[src/rtl/core/mhsp_pkg.sv]
`default_nettype none
package mhsp_pkg;

  localparam int unsigned LONG_ADDR_BYTES = 8;
  localparam int unsigned POS_W = 6;
  localparam int unsigned MAX_HDR_LEN = 37;

  localparam int unsigned FC_SEC_EN_BIT = 3;
  localparam int unsigned FC_INTRA_BIT = 6;
  localparam int unsigned FC_DMODE_LSB = 10;
  localparam int unsigned FC_SMODE_LSB = 14;
  localparam int unsigned SCF_KID_LSB = 3;

  localparam logic [1:0] ADDR_MODE_NONE = 2'd0;
  localparam logic [1:0] ADDR_MODE_SHORT = 2'd2;

  localparam logic [1:0] KID_MODE_NONE = 2'd0;
  localparam logic [1:0] KID_MODE_ONE = 2'd1;
  localparam logic [1:0] KID_MODE_FOUR = 2'd2;

  localparam logic STATUS_OK = 1'b0;
  localparam logic STATUS_TRUNC = 1'b1;

  typedef logic [POS_W-1:0] pos_t;

  typedef struct packed {
    logic [7:0] data_byte;
    logic       frame_end;
  } item_t;

  typedef struct packed {
    logic        status;
    logic [15:0] frame_control;
    logic [7:0]  seq_num;
    logic [15:0] dst_pan;
    logic [63:0] dst_addr;
    logic [15:0] src_pan;
    logic [63:0] src_addr;
    logic [7:0]  sec_control;
    logic [31:0] sec_counter;
    pos_t        header_len;
  } result_t;

  typedef struct packed {
    pos_t da;
    pos_t sp;
    pos_t sa;
    pos_t sc;
    pos_t end_pos;
  } layout_t;

  function automatic pos_t addr_size(input logic [1:0] mode);
    pos_t len;
    case (mode)
      ADDR_MODE_NONE:  len = pos_t'(0);
      ADDR_MODE_SHORT: len = pos_t'(2);
      default:         len = pos_t'(LONG_ADDR_BYTES);
    endcase
    return len;
  endfunction

  function automatic pos_t kid_len(input logic [1:0] mode);
    pos_t len;
    case (mode)
      KID_MODE_NONE: len = pos_t'(0);
      KID_MODE_ONE:  len = pos_t'(1);
      KID_MODE_FOUR: len = pos_t'(4);
      default:       len = pos_t'(9);
    endcase
    return len;
  endfunction

  function automatic layout_t calc_layout(input logic [15:0] fc, input logic [7:0] scf);
    layout_t    l;
    logic [1:0] dmode;
    logic [1:0] smode;
    dmode = fc[FC_DMODE_LSB +: 2];
    smode = fc[FC_SMODE_LSB +: 2];
    l.da = pos_t'(3) + ((dmode != ADDR_MODE_NONE) ? pos_t'(2) : pos_t'(0));
    l.sp = l.da + addr_size(dmode);
    l.sa = l.sp + (((smode != ADDR_MODE_NONE) && !fc[FC_INTRA_BIT]) ? pos_t'(2) : pos_t'(0));
    l.sc = l.sa + addr_size(smode);
    l.end_pos = fc[FC_SEC_EN_BIT] ? (l.sc + pos_t'(5) + kid_len(scf[SCF_KID_LSB +: 2]))
                                  : l.sc;
    return l;
  endfunction

endpackage
`default_nettype wire

[src/rtl/core/mhsp_in_reg.sv]
`default_nettype none
module mhsp_in_reg
  import mhsp_pkg::*;
(
  input  wire logic  clk_i,
  input  wire logic  rst_ni,
  input  wire logic  in_valid_i,
  output logic       in_stall_o,
  input  wire logic  [7:0] data_byte_i,
  input  wire logic  frame_end_i,
  input  wire logic  advance_i,
  output logic       item_valid_o,
  output item_t      item_o
);

  logic  valid_q, valid_d;
  item_t item_q;
  logic  accept;

  assign in_stall_o = valid_q && !advance_i;
  assign accept = in_valid_i && !in_stall_o;

  always_comb begin
    valid_d = valid_q;
    if (accept) begin
      valid_d = 1'b1;
    end else if (advance_i) begin
      valid_d = 1'b0;
    end
  end

  always_ff @(posedge clk_i or negedge rst_ni) begin
    if (!rst_ni) begin
      valid_q <= 1'b0;
    end else begin
      valid_q <= valid_d;
    end
  end

  always_ff @(posedge clk_i) begin
    if (accept) begin
      item_q.data_byte <= data_byte_i;
      item_q.frame_end <= frame_end_i;
    end
  end

  assign item_valid_o = valid_q;
  assign item_o = item_q;

endmodule
`default_nettype wire

[src/rtl/core/mhsp_parse.sv]
`default_nettype none
module mhsp_parse
  import mhsp_pkg::*;
(
  input  wire logic  clk_i,
  input  wire logic  rst_ni,
  input  wire logic  advance_i,
  input  wire item_t item_i,
  output logic       res_valid_o,
  output result_t    res_o
);

  pos_t        pos_q, pos_d, pos_s;
  logic        done_q, done_d;
  logic [15:0] fc_q, fc_d, fc_s;
  logic [7:0]  seq_q, seq_d, seq_s;
  logic [15:0] dpan_q, dpan_d, dpan_s;
  logic [63:0] daddr_q, daddr_d, daddr_s;
  logic [15:0] span_q, span_d, span_s;
  logic [63:0] saddr_q, saddr_d, saddr_s;
  logic [7:0]  scf_q, scf_d, scf_s;
  logic [31:0] ctr_q, ctr_d, ctr_s;

  layout_t lay_q, lay_s;
  pos_t    off_dp, off_da, off_sp, off_sa, off_ct;
  logic [7:0] b;
  logic    complete;

  assign b = item_i.data_byte;
  assign lay_q = calc_layout(fc_q, scf_q);
  assign off_dp = pos_q - pos_t'(3);
  assign off_da = pos_q - lay_q.da;
  assign off_sp = pos_q - lay_q.sp;
  assign off_sa = pos_q - lay_q.sa;
  assign off_ct = pos_q - lay_q.sc - pos_t'(1);

  // byte store at the current position
  always_comb begin
    fc_s = fc_q;
    seq_s = seq_q;
    dpan_s = dpan_q;
    daddr_s = daddr_q;
    span_s = span_q;
    saddr_s = saddr_q;
    scf_s = scf_q;
    ctr_s = ctr_q;
    pos_s = pos_q;
    if (!done_q) begin
      pos_s = pos_q + pos_t'(1);
      if (pos_q == pos_t'(0)) begin
        fc_s[7:0] = b;
      end else if (pos_q == pos_t'(1)) begin
        fc_s[15:8] = b;
      end else if (pos_q == pos_t'(2)) begin
        seq_s = b;
      end else if (pos_q < lay_q.da) begin
        dpan_s[{off_dp[0], 3'b000} +: 8] = b;
      end else if (pos_q < lay_q.sp) begin
        daddr_s[{off_da[2:0], 3'b000} +: 8] = b;
      end else if (pos_q < lay_q.sa) begin
        span_s[{off_sp[0], 3'b000} +: 8] = b;
      end else if (pos_q < lay_q.sc) begin
        saddr_s[{off_sa[2:0], 3'b000} +: 8] = b;
      end else if (pos_q == lay_q.sc) begin
        scf_s = b;
      end else if (pos_q < lay_q.sc + pos_t'(5)) begin
        ctr_s[{off_ct[1:0], 3'b000} +: 8] = b;
      end
    end
  end

  assign lay_s = calc_layout(fc_s, scf_s);
  assign complete = !done_q && (pos_s >= pos_t'(3)) && (pos_s == lay_s.end_pos);

  always_comb begin
    res_o = '0;
    res_valid_o = 1'b0;
    if (complete) begin
      res_valid_o = 1'b1;
      res_o.status = STATUS_OK;
      res_o.frame_control = fc_s;
      res_o.seq_num = seq_s;
      res_o.dst_pan = dpan_s;
      res_o.dst_addr = daddr_s;
      res_o.src_pan = fc_s[FC_INTRA_BIT] ? dpan_s : span_s;
      res_o.src_addr = saddr_s;
      res_o.sec_control = scf_s;
      res_o.sec_counter = ctr_s;
      res_o.header_len = pos_s;
    end else if (!done_q && item_i.frame_end) begin
      res_valid_o = 1'b1;
      res_o.status = STATUS_TRUNC;
    end
  end

  // frame end restarts the parser
  always_comb begin
    if (item_i.frame_end) begin
      pos_d = '0;
      done_d = 1'b0;
      fc_d = '0;
      seq_d = '0;
      dpan_d = '0;
      daddr_d = '0;
      span_d = '0;
      saddr_d = '0;
      scf_d = '0;
      ctr_d = '0;
    end else begin
      pos_d = pos_s;
      done_d = done_q || complete;
      fc_d = fc_s;
      seq_d = seq_s;
      dpan_d = dpan_s;
      daddr_d = daddr_s;
      span_d = span_s;
      saddr_d = saddr_s;
      scf_d = scf_s;
      ctr_d = ctr_s;
    end
  end

  always_ff @(posedge clk_i or negedge rst_ni) begin
    if (!rst_ni) begin
      pos_q <= '0;
      done_q <= 1'b0;
      fc_q <= '0;
      seq_q <= '0;
      dpan_q <= '0;
      daddr_q <= '0;
      span_q <= '0;
      saddr_q <= '0;
      scf_q <= '0;
      ctr_q <= '0;
    end else if (advance_i) begin
      pos_q <= pos_d;
      done_q <= done_d;
      fc_q <= fc_d;
      seq_q <= seq_d;
      dpan_q <= dpan_d;
      daddr_q <= daddr_d;
      span_q <= span_d;
      saddr_q <= saddr_d;
      scf_q <= scf_d;
      ctr_q <= ctr_d;
    end
  end

endmodule
`default_nettype wire

[src/rtl/core/mhsp_out_reg.sv]
`default_nettype none
module mhsp_out_reg
  import mhsp_pkg::*;
(
  input  wire logic    clk_i,
  input  wire logic    rst_ni,
  input  wire logic    item_valid_i,
  input  wire logic    res_valid_i,
  input  wire result_t res_i,
  output logic         advance_o,
  output logic         out_valid_o,
  input  wire logic    out_stall_i,
  output result_t      res_o
);

  logic    valid_q, valid_d;
  result_t res_q;

  assign advance_o = item_valid_i && !(valid_q && out_stall_i);

  always_comb begin
    if (advance_o) begin
      valid_d = res_valid_i;
    end else begin
      valid_d = valid_q && out_stall_i;
    end
  end

  always_ff @(posedge clk_i or negedge rst_ni) begin
    if (!rst_ni) begin
      valid_q <= 1'b0;
    end else begin
      valid_q <= valid_d;
    end
  end

  always_ff @(posedge clk_i) begin
    if (advance_o && res_valid_i) begin
      res_q <= res_i;
    end
  end

  assign out_valid_o = valid_q;
  assign res_o = res_q;

endmodule
`default_nettype wire

[src/rtl/core/mac_header_stream_parser.sv]
// 802.15.4 mac header parser, receive side
// input channel: one frame byte per item on data_byte_i, frame_end_i marks
// the last byte of a frame; accepted when in_valid_i is high and in_stall_o low
// output channel: one result item when the header is complete (status 0, all
// header fields, header_len) or when the frame ends first (status 1, rest zero);
// trailing bytes after the header give no item
// path: an accepted item is parsed from the input register into the output
// register behind out_valid_o; throughput: one byte per cycle while out_stall_i
// holds no waiting result, set by the single register-to-register parse path;
// a result leaving the output register does not slow the next byte
// stall: when out_stall_i holds a waiting result, the parse stage stops and
// in_stall_o rises once the input register is full; no item is lost
// reset: rst_ni clears both channels' valid flags and the parser state, and
// the next byte is taken as byte 0 of a frame
`default_nettype none
module mac_header_stream_parser
  import mhsp_pkg::*;
(
  input  wire logic        clk_i,
  input  wire logic        rst_ni,
  input  wire logic        in_valid_i,
  output logic             in_stall_o,
  input  wire logic [7:0]  data_byte_i,
  input  wire logic        frame_end_i,
  output logic             out_valid_o,
  input  wire logic        out_stall_i,
  output logic             status_o,
  output logic [15:0]      frame_control_o,
  output logic [7:0]       seq_num_o,
  output logic [15:0]      dst_pan_o,
  output logic [63:0]      dst_addr_o,
  output logic [15:0]      src_pan_o,
  output logic [63:0]      src_addr_o,
  output logic [7:0]       sec_control_o,
  output logic [31:0]      sec_counter_o,
  output logic [5:0]       header_len_o
);

  logic    advance;
  logic    item_valid;
  item_t   item;
  logic    res_valid;
  result_t res;
  result_t res_out;

  mhsp_in_reg u_in_reg (
    .clk_i        (clk_i),
    .rst_ni       (rst_ni),
    .in_valid_i   (in_valid_i),
    .in_stall_o   (in_stall_o),
    .data_byte_i  (data_byte_i),
    .frame_end_i  (frame_end_i),
    .advance_i    (advance),
    .item_valid_o (item_valid),
    .item_o       (item)
  );

  mhsp_parse u_parse (
    .clk_i       (clk_i),
    .rst_ni      (rst_ni),
    .advance_i   (advance),
    .item_i      (item),
    .res_valid_o (res_valid),
    .res_o       (res)
  );

  mhsp_out_reg u_out_reg (
    .clk_i        (clk_i),
    .rst_ni       (rst_ni),
    .item_valid_i (item_valid),
    .res_valid_i  (res_valid),
    .res_i        (res),
    .advance_o    (advance),
    .out_valid_o  (out_valid_o),
    .out_stall_i  (out_stall_i),
    .res_o        (res_out)
  );

  assign status_o = res_out.status;
  assign frame_control_o = res_out.frame_control;
  assign seq_num_o = res_out.seq_num;
  assign dst_pan_o = res_out.dst_pan;
  assign dst_addr_o = res_out.dst_addr;
  assign src_pan_o = res_out.src_pan;
  assign src_addr_o = res_out.src_addr;
  assign sec_control_o = res_out.sec_control;
  assign sec_counter_o = res_out.sec_counter;
  assign header_len_o = res_out.header_len;

endmodule
`default_nettype wire

[config.mk]
export PLATFORM = sky130hd
export DESIGN_NAME = mac_header_stream_parser
export DESIGN_NICKNAME = d
export VERILOG_FILES = /design/src/rtl/core/mhsp_pkg.sv /design/src/rtl/core/mhsp_in_reg.sv /design/src/rtl/core/mhsp_parse.sv /design/src/rtl/core/mhsp_out_reg.sv /design/src/rtl/core/mac_header_stream_parser.sv
export SDC_FILE = /design/constraint.sdc
export NUM_CORES = 1
export LEC_CHECK = 0
export BUFFER_PORTS_ARGS = -buffer_cell sky130_fd_sc_hd__buf_2
export CORE_ASPECT_RATIO = 0.5
export CORE_MARGIN = 1
export CORE_UTILIZATION = 50
export CTS_BUF_LIST = sky130_fd_sc_hd__clkbuf_16
export DETAILED_ROUTE_END_ITERATION = 7
export GPL_TIMING_DRIVEN = 0
export HOLD_SLACK_MARGIN = 0.05
export PLACE_DENSITY = 0.7
export SLEW_MARGIN = 20
export SYNTH_ARGS = -nofsm -noshare
export SYNTH_HDL_FRONTEND = slang
export SYNTH_SLANG_ARGS = --single-unit
export TNS_END_PERCENT = 100
[constraint.sdc]
create_clock -name clk_i -period 30.1 [get_ports clk_i]
set_clock_uncertainty 0.1 [all_clocks]
set_input_delay 1.505 -clock clk_i [delete_from_list [all_inputs] [get_ports clk_i]]
set_output_delay 1.505 -clock clk_i [all_outputs]
set_load 0.02 [all_outputs]
Word-level counts from Yosys, hierarchy flattened
Index checks and enable logic that the tools add are counted.
{ "word_totals": {"mem_bits_rw": 0, "word_cells": 186, "register_bits": 473, "output_inout_bits": 233, "mem_bits_ro": 0, "n_memories": 0, "latchBits": 0} }
{ "classes": {"addsub": 23, "reduce_logical": 28, "n_mul": 0, "shifts": 10, "n_div": 0, "n_eq_ne": 10, "n_mux": 85, "magnitude_cmp": 6, "bitwise_logic": 0} }
{ "ops": {"columns": ["cell", "n"], "rows": [
  ["64-bit two-way mux", 16],
  ["32-bit two-way mux", 11],
  ["16-bit two-way mux", 17],
  ["8-bit two-way mux", 18],
  ["64-bit bitwise mux", 2],
  ["8-bit by 8-bit variable shift with 64-bit output, first input constant", 2],
  ["8-bit by 8-bit indexed part select with 64-bit output", 2],
  ["16-bit bitwise mux", 2],
  ["32-bit bitwise mux", 1],
  ["4-bit case mux with 2 select lines", 4],
  ["8-bit by 6-bit variable shift with 16-bit output, first input constant", 2],
  ["8-bit by 7-bit variable shift with 32-bit output, first input constant", 1],
  ["8-bit by 6-bit indexed part select with 16-bit output", 2],
  ["8-bit by 7-bit indexed part select with 32-bit output", 1],
  ["6-bit by 4-bit adder with 6-bit output", 5],
  ["6-bit < comparator", 5],
  ["6-bit two-way mux", 3],
  ["6-bit negator with 8-bit output", 2],
  ["6-bit by 3-bit adder with 6-bit output, second input constant", 2],
  ["6-bit == test", 2],
  ["4-bit negator with 6-bit output", 2],
  ["4-bit case mux with 3 select lines", 1],
  ["2-bit == test, second input constant", 5],
  ["1-bit logical AND", 10],
  ["22 further kinds", 44]
]} }

Depth between registers and ports, before layout
Gate-level depths: netlist (run 1).
{ "depth": {"depth_word": 24, "mapped_depth": 30, "depth_no_buf": 26} }

Hierarchy
Synthesis (run 1) repeated with hierarchy kept, for this count alone.
{ "hier_totals": {"hier_cells": 1968, "area_unflattened_um2": 21959.8} }
{ "modules_own_cells": {"columns": ["mod", "seq_area_each_um2", "area_each_um2", "n_inst", "cells_per_inst"], "rows": [
  ["mhsp_parse", 5780.5, 14647.8, 1, 1717],
  ["mhsp_out_reg", 6961.7, 6984.2, 1, 237],
  ["mhsp_in_reg", 295.3, 327.8, 1, 14]
]} }

Worst setup path after synthesis (run 1)
Ideal clock, no wire load.
{ "synth_path": {"path_kind": "reg2reg", "startpoint": "register u_parse.fc_q[14]", "endpoint": "register u_out_reg.res_q, in the netlist u_out_reg.res_o[0], enable pin", "stages_incl_launch_ff": 28, "path_slack_ns": 11.603, "n_path_buf": 4, "arrival_ns": 17.497, "path_cell_list": "dfrtp_1 -> clkbuf_1 -> nor2_1 -> nor2_1 -> ha_1 -> ha_1 -> and2_1 -> maj3_1 -> a22o_1 -> a21oi_1 -> inv_1 -> ha_1 -> and3_1 -> a221oi_1 -> a211o_1 -> or2_2 -> clkbuf_1 -> buf_1 -> o21ai_0 -> ha_1 -> ha_1 -> a21o_1 -> a21o_1 -> or4b_4 -> a2111oi_4 -> o2111ai_2 -> clkbuf_1 -> a21oi_1"} }
{ "synth_via": {"elab_chain_len": 23, "word_cells_on_any_way": 42} }
{ "synth_lines": {"columns": ["element", "line", "source"], "rows": [
  ["start: declaration", "mhsp_parse.sv:15", "logic [15:0] fc_q, fc_d, fc_s;"],
  ["start signal: assignment", "mhsp_parse.sv:127", "fc_q <= '0;"],
  ["start signal: assignment", "mhsp_parse.sv:138", "fc_q <= fc_d;"],
  ["branches (longest 18 deep; another with 6-bit by 2-bit adder with 6-bit output)", null, null],
  ["6-bit two-way mux (*)", "mhsp_pkg.sv:83", "l.end_pos = fc[FC_SEC_EN_BIT] ? (l.sc + pos_t'(5) + kid_len(scf[SCF_KID_LSB +: 2]))"],
  ["6-bit == test (*)", "mhsp_parse.sv:73", "assign complete = !done_q && (pos_s >= pos_t'(3)) && (pos_s == lay_s.end_pos);"],
  ["1-bit logical AND (*)", "mhsp_parse.sv:73", null],
  ["1-bit two-way mux (*)", "mhsp_parse.sv:78", "if (complete) begin"],
  ["1-bit logical AND (*)", "mhsp_out_reg.sv:38", "if (advance_o && res_valid_i) begin"],
  ["end signal: assignment", "mhsp_out_reg.sv:39", "res_q <= res_i;"],
  ["end: declaration", "mhsp_out_reg.sv:17", "result_t res_q;"]
]} }
Mark *: on every way between the ends.
A chain may end at the register's enable or synchronous reset.

Worst setup path in the final report (run 1)
{ "layout_path": {"startpoint": "register u_parse.fc_q[10]", "endpoint": "register u_out_reg.res_q, in the netlist u_out_reg.res_o[174], enable pin"} }
{ "layout_via": {"elab_chain_len": 24, "word_cells_on_any_way": 46} }
{ "layout_lines": {"columns": ["element", "line"], "rows": [
  ["branches (longest 19 deep; another with 6-bit by 4-bit adder with 6-bit output)", null],
  ["6-bit two-way mux (*)", "mhsp_pkg.sv:83"],
  ["6-bit == test (*)", "mhsp_parse.sv:73"],
  ["1-bit logical AND (*)", "mhsp_parse.sv:73"],
  ["1-bit two-way mux (*)", "mhsp_parse.sv:78"],
  ["1-bit logical AND (*)", "mhsp_out_reg.sv:38"]
]} }
Marked as above.

==> reports/metrics.csv, run 1 <==
metric,value,unit
r2r-end,u_out_reg.res_o[174]$_SDFFCE_PN0P_,
drc_errors,21,
holdCritPathClass,flop to flop,
stdcell_count,3063,
dp.cells,2985,
synth_simple_gate_area_share,14.0,%
synth_mux_area_share,2.18,%
arrival,10.12,ns
drive_above_1_share,14.6,%
r2r_slack,20.15,ns
gp_congestion,0.932,
dieWidth,302,um
cts-resized-gates,0,
p_int,1.46,mW
timing.fmax,100,MHz
period_share,33.1,%
synth_xor_area_share,0.880,%
async_reset_ff_share,49.3,%
critPathMaxStageDelay,0.73,ns
worstSetupEndpointType,flop,
power_frac_comb,41.9,%
ys_seq_area_share,58.1,%
grt_usage,30.7,%
htreeDepth,2,
grt.overflow.total,0,
layout_commonest_cell,nand2_1,
num_rows,54,
wl_per_cell,23.3,um
power.density,95.9,nW/um2
setup_viol,0,
rsz0062_at_grt,no,
start_util,51.1,%
antenna_found_initial,0,
synth-seq-cells,473,
r2r_cells,30,
hold_ws,0.386,ns
syn_area,22500,um2
timing.final.max_slew_violations,0,
layout_common_cells,"nand2_1 (320), buf_2 (256), edfxtp_1 (240)",
dr.pass1.iters,8,
status,"finished, violations left",
synth_fp_nets,2207,
holdCritStartpoint,u_parse.fc_q[7]$_DFFE_PN0P_,
p_leak,10.3,nW
finish.utilization,59.6,%
die_area,45800,um2
clkPwrFrac,22.3,%
path_max_fanout,25,
cts_tree,done,
core-area,43900,um2
regToRegStartpoint,u_parse.fc_q[10]$_DFFE_PN0P_,
hold_buffers,0,
cts_buffer_depth,3,
violations,DRC,
grt_max_degree,87,
area_delta_synth_final,16.5,%
clk_latency,0.57,ns
synth_flop_cell,edfxtp_1,
regArea,13000,um2
crit_buf_inv,10,
final.setup.tns,0,ns
synth_top_family_by_area,compound AO/OA/AOI/OAI gates,
grt_pass1_vias,17900,
numCtsBuffers,43,
num_vias,18900,
drv_cap,0,
die-height,152,um
final_nets,2509,
max_slew_margin,21.9,%
cp_slowest_cell,a21oi_4,
fillers,3669,
routed_wl,71400,um
worst_slew_pin_slew,1.17,ns
clk_pin_slew,0.07,ns
switchingPower,1.05,mW
synthAdderAreaFrac,3.33,%
synth_edf_count,240,
ys_types,69,
clockRootBuffer,clkbuf_16,
synth.yosys.warnings,0,
via_per_inst,6.18,
syn_inst,2140,
diodes,0,
switching_share,41.6,%
grt_pass1_wl,107000,um
dpl.hpwl,49900,um
postCtsSetupBuffers,0,
cts_sinks,473,
hold_viol,0,
first_iter_violations,2715,
seq_power_share,35.8,%
synth_compound_area_share,18.0,%
vdd_drop_max,0.0443,mV
ant_nets,0,
required,30.26,ns
worstSetupPathType,flop to flop,
syn_avg_cell_area,10.5,um2
period_minus_slack,9.95,ns
hold_depth,2,
port-buffer-count,245,
cpLargestDelayFamily,compound AO/OA/AOI/OAI gates,
hold_path_end,u_parse.fc_q[7]$_DFFE_PN0P_,
multi_input_area,8640,um2
ioPinCount,246,
crit_path_start_kind,flop,
## metal layers
layer / vias to the layer above / part of all wire (%) / track usage (%)
met5: - / 0 / 0
met4: 0 / 3.4 / 10.6
met3: 174 / 11 / 7.14
met2: 1073 / 45 / 46.0
met1: 9344 / 41 / 44.0
li1: 8348 / - / -
## cells by family after synthesis
family	Yosys count
DFF	473
AOI/OAI and AO/OA	615
and+or+nand+nor	728
adders and majority gates	58
muxes	49
xor gates and xnor gates	21
buffers and inverters	196
## registers in the layout, indices dropped and copies added (netlist names), 9 cells and up
| signal | count |
|---|---|
| u_parse.span_q | 16 |
| u_parse.daddr_q | 64 |
| u_out_reg.res_o | 231 |
| u_parse.fc_q | 16 |
| u_parse.ctr_q | 32 |
| u_parse.dpan_q | 16 |
| u_parse.saddr_q | 64 |
| u_in_reg.item_o | 9 |
## cells in the mapped netlist (all sizes together) (3+ instances only)
cell	count	area [um2]
clkbuf	127	477
nor2	231	870
dfrtp	233	5830
a21o	11	82.6
o21ai	179	900
a22o	17	149
a21boi	28	210
o2bb2ai	32	280
nor3	41	215
nand4b	3	26.3
inv	30	113
or3	20	125
nor2b	25	156
mux2i	49	490
nand2	320	1200
nor4	3	33.8
edfxtp	240	7210
a22oi	198	1490
o221ai	10	87.6
fa	4	80.1
o22ai	19	119
or2	4	25.0
a2111oi	3	51.3
a21oi	94	470
nor4b	3	26.3
ha	50	626
maj3	4	41.3
and3	10	62.6
nand3	35	175
xor2	7	61.3
nand2b	6	37.5
buf	37	203
xnor2	13	114
and4	3	26.3
and2	16	100
a31oi	5	31.3
## power groups by stage
| stage | Combinational (mW) | Clock [mW] | Sequential (mW) |
|---|---|---|---|
| finish | 1.05 | 0.559 | 0.899 |
| global route | 1.12 | 0.589 | 0.912 |
| CTS | 1.03 | 0.562 | 0.898 |
| detailed placement | 1.02 | 0 | 0.910 |
| global placement | 0.970 | 0 | 0.968 |
| floorplan | 0.579 | 0 | 1.03 |
## worst reg2reg max path: cells and delay by family, from the launching register on
| family | cells | cell delay (ns) |
|---|---|---|
| AOI/OAI and AO/OA | 10 | 3.26 |
| adders and majority gates | 5 | 1.68 |
| buffers and inverters | 10 | 2.69 |
| DFF | 1 | 0.38 |
| and+or+nand+nor | 5 | 1.51 |
## worst max-delay path by stage
stage / startpoint / endpoint / slack (ns) / depth (start not counted)
after floorplan: u_parse.fc_q[14]$_DFFE_PN0P_ / u_out_reg.res_o[0]$_SDFFCE_PN0P_ / 11.60 / 27
after global placement: u_parse.fc_q[10]$_DFFE_PN0P_ / u_out_reg.res_o[180]$_SDFFCE_PN0P_ / 5.71 / 26
after detailed placement: u_parse.fc_q[10]$_DFFE_PN0P_ / u_out_reg.res_o[181]$_SDFFCE_PN0P_ / 20.34 / 30
after CTS: u_parse.fc_q[10]$_DFFE_PN0P_ / u_out_reg.res_o[179]$_SDFFCE_PN0P_ / 20.29 / 30
after global routing: u_parse.fc_q[10]$_DFFE_PN0P_ / u_out_reg.res_o[180]$_SDFFCE_PN0P_ / 19.75 / 30
final: u_parse.fc_q[10]$_DFFE_PN0P_ / u_out_reg.res_o[174]$_SDFFCE_PN0P_ / 20.15 / 30
## layout make-up
type / instances / area share [%]
repair buffers: 257 / 5.99
plain buffers: 164 / 2.60
well taps: 588 / 2.81
multi-input cells: 1471 / 33.0
clock buffers: 43 / 4.11
clock inverters: 35 / 1.16
inverters: 32 / 0.459
flip-flops and latches: 473 / 49.8
## metrics by stage
stage / setup slack, ns / total power [mW] / area [um2]
floorplan: 11.60 / 1.61 / 22500
global placement: 5.71 / 1.94 / 24400
detailed placement: 20.34 / 1.93 / 24800
CTS: 20.29 / 2.49 / 26200
global route: 19.75 / 2.62 / 26200
finish: 20.15 / 2.51 / 26200
(Power assumes the default switching activity.)
==> run 2, diff against run 1 <==
--- a/config.mk
+++ b/config.mk
@@ -5,6 +5,7 @@
 export SDC_FILE = /design/constraint.sdc
 export NUM_CORES = 1
 export LEC_CHECK = 0
+export ABC_AREA = 1
 export BUFFER_PORTS_ARGS = -buffer_cell sky130_fd_sc_hd__buf_2
 export CORE_ASPECT_RATIO = 0.5
 export CORE_MARGIN = 1
==> constraint.sdc (replaced) <==
create_clock -name clk_i -period 10.2 [get_ports clk_i]
set_clock_uncertainty 0.1 [all_clocks]
set_input_delay 0.51 -clock clk_i [delete_from_list [all_inputs] [get_ports clk_i]]
set_output_delay 0.51 -clock clk_i [all_outputs]
set_load 0.02 [all_outputs]
==> run 2 against run 1 <==
Compared with the run above: the run now ends clean; critical path depth decreased by 2; via count fell by 7.8%; sequential cell count is the same; register-to-register slack got worse by 18 ns; synthesized cell count increased by 5.4%; combinational power grew to 3.7 times the previous value; clock power rose to 3.0 times the previous value; count of clock-buffer cells in the layout is 1 higher; critical endpoint is now u_out_reg.res_o[168]$_SDFFCE_PN0P_; largest cell class unchanged; highest routed layer unchanged.
==> reports/metrics.csv, run 2 <==
metric,value,unit
cpLargestDelayFamily,simple AND/OR/NAND/NOR gates,
die-height,149,um
period_share,76.3,%
synth-seq-cells,473,
antenna_found_initial,0,
routed_wl,62200,um
synth_largest_area_cell,edfxtp_1,
dr.pass1.iters,6,
setup_viol,0,
syn_avg_cell_area,9.63,um2
status,"finished, final reports clean",
drv_cap,0,
yosys-top-cells-count,"nand2_1 (355), nor2_1 (301), inv_1 (282)",
first_iter_violations,2006,
rsz0062_at_grt,no,
hold_depth,3,
clk_latency,0.57,ns
cts_tree,done,
synth_flop_cell,edfxtp_1,
drc_errors,0,
crit_buf_inv,4,
synth_area_leaders,"edfxtp_1 (33%), dfrtp_1 (27%), nand2_1 (6.1%)",
r2r_cells,28,
worstSetupEndpointType,flop,
cts_buffer_depth,3,
yosysMostFrequentCell,nand2_1,
cts-resized-gates,0,
cp_slowest_cell,dfrtp_1,
ant_nets,0,
port-buffer-count,245,
htreeDepth,2,
syn_inst,2255,
wl_met2,28000,um
vdd_drop_max,0.195,mV
wl_met1,26400,um
numCtsBuffers,42,
dp.cells,3081,
wl_met3,6560,um
clk_pin_slew,0.07,ns
largest_register_ffs,231,
area_delta_synth_final,16.6,%
final_nets,2625,
clockRootBuffer,clkbuf_16,
synth_fp_nets,2322,
timing.fmax,128,MHz
worst_slew_pin_slew,1.04,ns
grt.overflow.total,0,
dieWidth,297,um
start_util,51.3,%
syn_area,21700,um2
cp_common_cell,ha_1,
holdCritPathClass,input pin to flop,
critPathMaxStageDelay,0.68,ns
die_area,44300,um2
layout_common_cells,"nand2_1 (354), nor2_1 (301), inv_1 (289)",
ioPinCount,246,
gp_congestion,0.959,
arrival,7.88,ns
fin_area,25300,um2
crit_path_start_kind,flop,
drive_above_1_share,16.0,%
grt_pass1_vias,16400,
period_minus_slack,7.79,ns
hold_viol,0,
cts_sinks,473,
max_slew_margin,30.4,%
synth_edf_count,240,
p_total,8.19,mW
ys_seq_area_share,60.0,%
layout_commonest_cell,nand2_1,
power.density,323,nW/um2
p_leak,10.9,nW
wl_per_cell,19.6,um
async_reset_ff_share,49.3,%
worstSetupPathDepth,28,
routed.top_layer,met4,
postPlaceCellArea,23800,um2
path_max_fanout,96,
stdcell_count,3168,
core-area,42400,um2
worstSetupPathType,flop to flop,
timing.final.max_slew_violations,0,
synth_top_area_share,33.2,%
synth.yosys.warnings,0,
dpl.hpwl,44800,um
num_vias,17500,
via_per_inst,5.51,
diodes,0,
grt_usage,27.8,%
num_rows,53,
grt_pass1_wl,94200,um
grt_max_degree,97,
ys_types,43,
required,10.29,ns
## run 2: timing repair
action                                 CTS  global route
setup buffers                            0             0
endpoints found under the hold margin   70             0
hold buffers                            10             0
## run 2: cell type report
type | instances | area (um2)
Timing Repair Buffer | 259 | 1450
Tap cell | 577 | 722
Fill cell | 3590 | 17100
Clock buffer | 44 | 1100
Buffer | 115 | 624
Clock inverter | 33 | 315
Multi-Input combinational cell | 1373 | 6970
Inverter | 294 | 1100
Sequential cell | 473 | 13000
## run 2: path summary, 6_finish.rpt
path,from,endpoint,slack (ns)
setup / recovery,u_parse.pos_q[0]$_DFFE_PN0P_,u_out_reg.res_o[168]$_SDFFCE_PN0P_,2.41
hold / removal,in_valid_i,u_in_reg.item_valid_o$_DFFE_PN0P_,0.1
setup reg to reg,u_parse.pos_q[0]$_DFFE_PN0P_,u_out_reg.res_o[168]$_SDFFCE_PN0P_,2.41
hold reg to reg,u_parse.seq_q[1]$_DFFE_PN0P_,u_parse.seq_q[1]$_DFFE_PN0P_,0.38
max in group asynchronous,rst_ni,u_parse.fc_q[7]$_DFFE_PN0P_,8.69
min in group asynchronous,rst_ni,u_parse.daddr_q[42]$_DFFE_PN0P_,0.38
## run 2: cell families after synthesis
family | synth area share [%]
fa+ha+maj | 3.25
flops | 60.0
buf+inv | 7.96
xor+xnor | 0.444
simple gates | 15.7
compound gates | 12.6
## run 2: power breakdown
group | internal (mW) | switching (mW) | leakage, nW
sequential | 2.45 | 0.148 | 5.55
combinational | 1.10 | 2.82 | 4.60
clock | 0.938 | 0.728 | 0.721
## run 2: layer usage
metal,global-route usage (%),vias to the layer above
met3,6.82,90
met1,40.1,8460
met4,6.27,0
li1,-,8122
met2,42.6,793
met5,0,-
## run 2: metrics by stage
step | hold WS, ns | util [%] | setup TNS (ns) | worst slack (ns)
finish | 0.0984 | 59.8 | 0 | 2.41
global route | 0.105 | 59.8 | 0 | 1.92
CTS | 0.0784 | 59.7 | 0 | 2.48
detailed placement | 0.369 | 56.2 | 0 | 2.54
global placement | 0.362 | 55.9 | -113.68 | -0.521
floorplan | 0.114 | - | 0 | 1.86
## run 2: tightest hold or removal path: cells and delay by family
kind          cells  cell delay [ns]
simple gates      2             0.13
buf+inv           1             0.08
==> run 3, diff against run 2 <==
==> constraint.sdc (replaced) <==
create_clock -name clk_i -period 7.6 [get_ports clk_i]
set_clock_uncertainty 0.1 [all_clocks]
set_input_delay 0.38 -clock clk_i [delete_from_list [all_inputs] [get_ports clk_i]]
set_output_delay 0.38 -clock clk_i [all_outputs]
set_load 0.02 [all_outputs]
==> run 3 against run 2 <==
Compared with the run above: worst hold slack worse by 0.030 ns; via count about the same; register-to-register slack worse by 1.9 ns; highest routed layer unchanged.
==> reports/metrics.csv, run 3 (synthesis gave the netlist of run 2 again) <==
metric,value,unit
die-height,149,um
first_iter_violations,1987,
grt_usage,27.7,%
regArea,13000,um2
p_int,5.92,mW
max_slew_margin,26.0,%
area_delta_synth_final,16.4,%
holdCritPathClass,input pin to flop,
crit_path_start_kind,flop,
stdcell_count,3174,
start_util,51.3,%
wl_met3,6630,um
worst_slew_pin_slew,1.11,ns
dp_slack,0.0545,ns
dpl.hpwl,44400,um
multi_input_area,6970,um2
routed.top_layer,met4,
critPathMaxStageDelay,0.59,ns
power.density,430,nW/um2
clkPwrFrac,19.4,%
hold_viol,0,
numCtsBuffers,42,
grt_pass1_wl,93400,um
holdCritStartpoint,out_stall_i,
ant_nets,0,
final.setup.tns,0,ns
timing.fmax,141,MHz
clk_latency,0.57,ns
wl_met1,26400,um
path_max_fanout,96,
status,"finished, final reports clean",
power_frac_comb,48.4,%
p_leak,10.9,nW
cp_common_cell,ha_1,
dr.pass1.iters,6,
period_share,93.3,%
switching_share,45.5,%
diodes,0,
vdd_drop_max,0.326,mV
p_total,10.9,mW
setup_slack,0.510,ns
cts_tree,done,
switchingPower,4.94,mW
via_per_inst,5.51,
routed_wl,62000,um
timing.final.max_slew_violations,0,
antenna_found_initial,0,
seq_power_share,32.2,%
setup.worst_path.start,u_parse.pos_q[1]$_DFFE_PN0P_,
wl_per_cell,19.5,um
clockRootBuffer,clkbuf_16,
grt_pass1_vias,16500,
num_vias,17500,
dieWidth,297,um
regToRegStartpoint,u_parse.pos_q[1]$_DFFE_PN0P_,
required,7.69,ns
period_minus_slack,7.09,ns
drive_above_1_share,15.9,%
cts_buffer_depth,3,
grt.overflow.total,0,
cts_sinks,473,
dp.cells,3081,
setup_viol,0,
htreeDepth,2,
gp_congestion,0.963,
worstSetupEndpointType,flop,
final_nets,2631,
core-area,42400,um2
clk_pin_slew,0.07,ns
grt_max_degree,102,
hold_ws,0.0680,ns
layout_common_cells,"nand2_1 (354), nor2_1 (301), inv_1 (295)",
rsz0062_at_grt,no,
drc_errors,0,
cp_slowest_cell,dfrtp_1,
port-buffer-count,245,
num_rows,53,
die_area,44300,um2
largest_register_ffs,231,
fillers,3622,
drv_cap,0,
layout_commonest_cell,nand2_1,
arrival,7.18,ns
ioPinCount,246,
wl_met2,27700,um
worstSetupPathType,flop to flop,
## run 3: cell types whose count changed in the layout (fill, tap and decap cells not counted), sizes merged
cell | before | now
clkbuf | 118 | 117
bufinv | 6 | 3
buf | 290 | 295
dlygate4sd3 | 10 | 11
inv | 303 | 307
clkinv | 15 | 12
clkinvlp | 3 | 6
## run 3: layer usage
layer	vias to the layer above	GRT usage [%]
li1	8147	-
met1	8483	39.5
met2	756	42.3
met3	88	7.25
met4	0	6.76
met5	-	0
## run 3: layout make-up
type,count,share of cell area (%)
Inverter,294,4.38
Buffer,115,2.47
Tap cell,577,2.86
Sequential cell,473,51.6
Clock inverter,34,0.975
Timing Repair Buffer,265,5.91
Clock buffer,43,4.26
Multi-Input combinational cell,1373,27.6
## run 3: worst max-delay path, delay by kind of cell, from the launching register on
family	cells	cell delay, ns
adders and majority gates	7	2.12
and+or+nand+nor	14	2.05
buffers and inverters	4	1.12
DFF	1	0.59
xor gates and xnor gates	2	0.39
AOI/OAI and AO/OA	1	0.19
## run 3: worst paths after layout
check | to | slack, ns | cells past startpoint
min | u_out_reg.out_valid_o$_DFF_PN0_ | 0.07 | 3
min reg2reg | u_parse.seq_q[5]$_DFFE_PN0P_ | 0.38 | 2
min in group asynchronous | u_parse.seq_q[6]$_DFFE_PN0P_ | 0.28 | 2
max reg2reg | u_out_reg.res_o[181]$_SDFFCE_PN0P_ | 0.51 | 28
max | u_out_reg.res_o[181]$_SDFFCE_PN0P_ | 0.51 | 28
max in group asynchronous | u_parse.daddr_q[25]$_DFFE_PN0P_ | 6.15 | 3
## run 3: repair_timing
action	4_1_cts	5_1_grt
hold buffers	11	0
setup buffers	0	5
endpoints found under the setup margin	0	203
hold endpoints to repair	79	0
gates resized for setup	0	3
## run 3: power groups by stage
stage	Sequential (mW)	Combinational [mW]	Clock (mW)
6_report	3.50	5.26	2.11
2_1_floorplan	3.96	3.15	0
3_5_place_dp	3.54	5.14	0
5_1_grt	3.54	5.78	2.23
3_3_place_gp	3.60	5.01	0
4_1_cts	3.49	5.17	2.13
## run 3: metrics by stage
stage	util (%)	area, um2
after floorplan	-	21700
after global placement	55.9	23700
after detailed placement	56.2	23800
after CTS	59.6	25200
after global routing	59.7	25300
final	59.7	25300
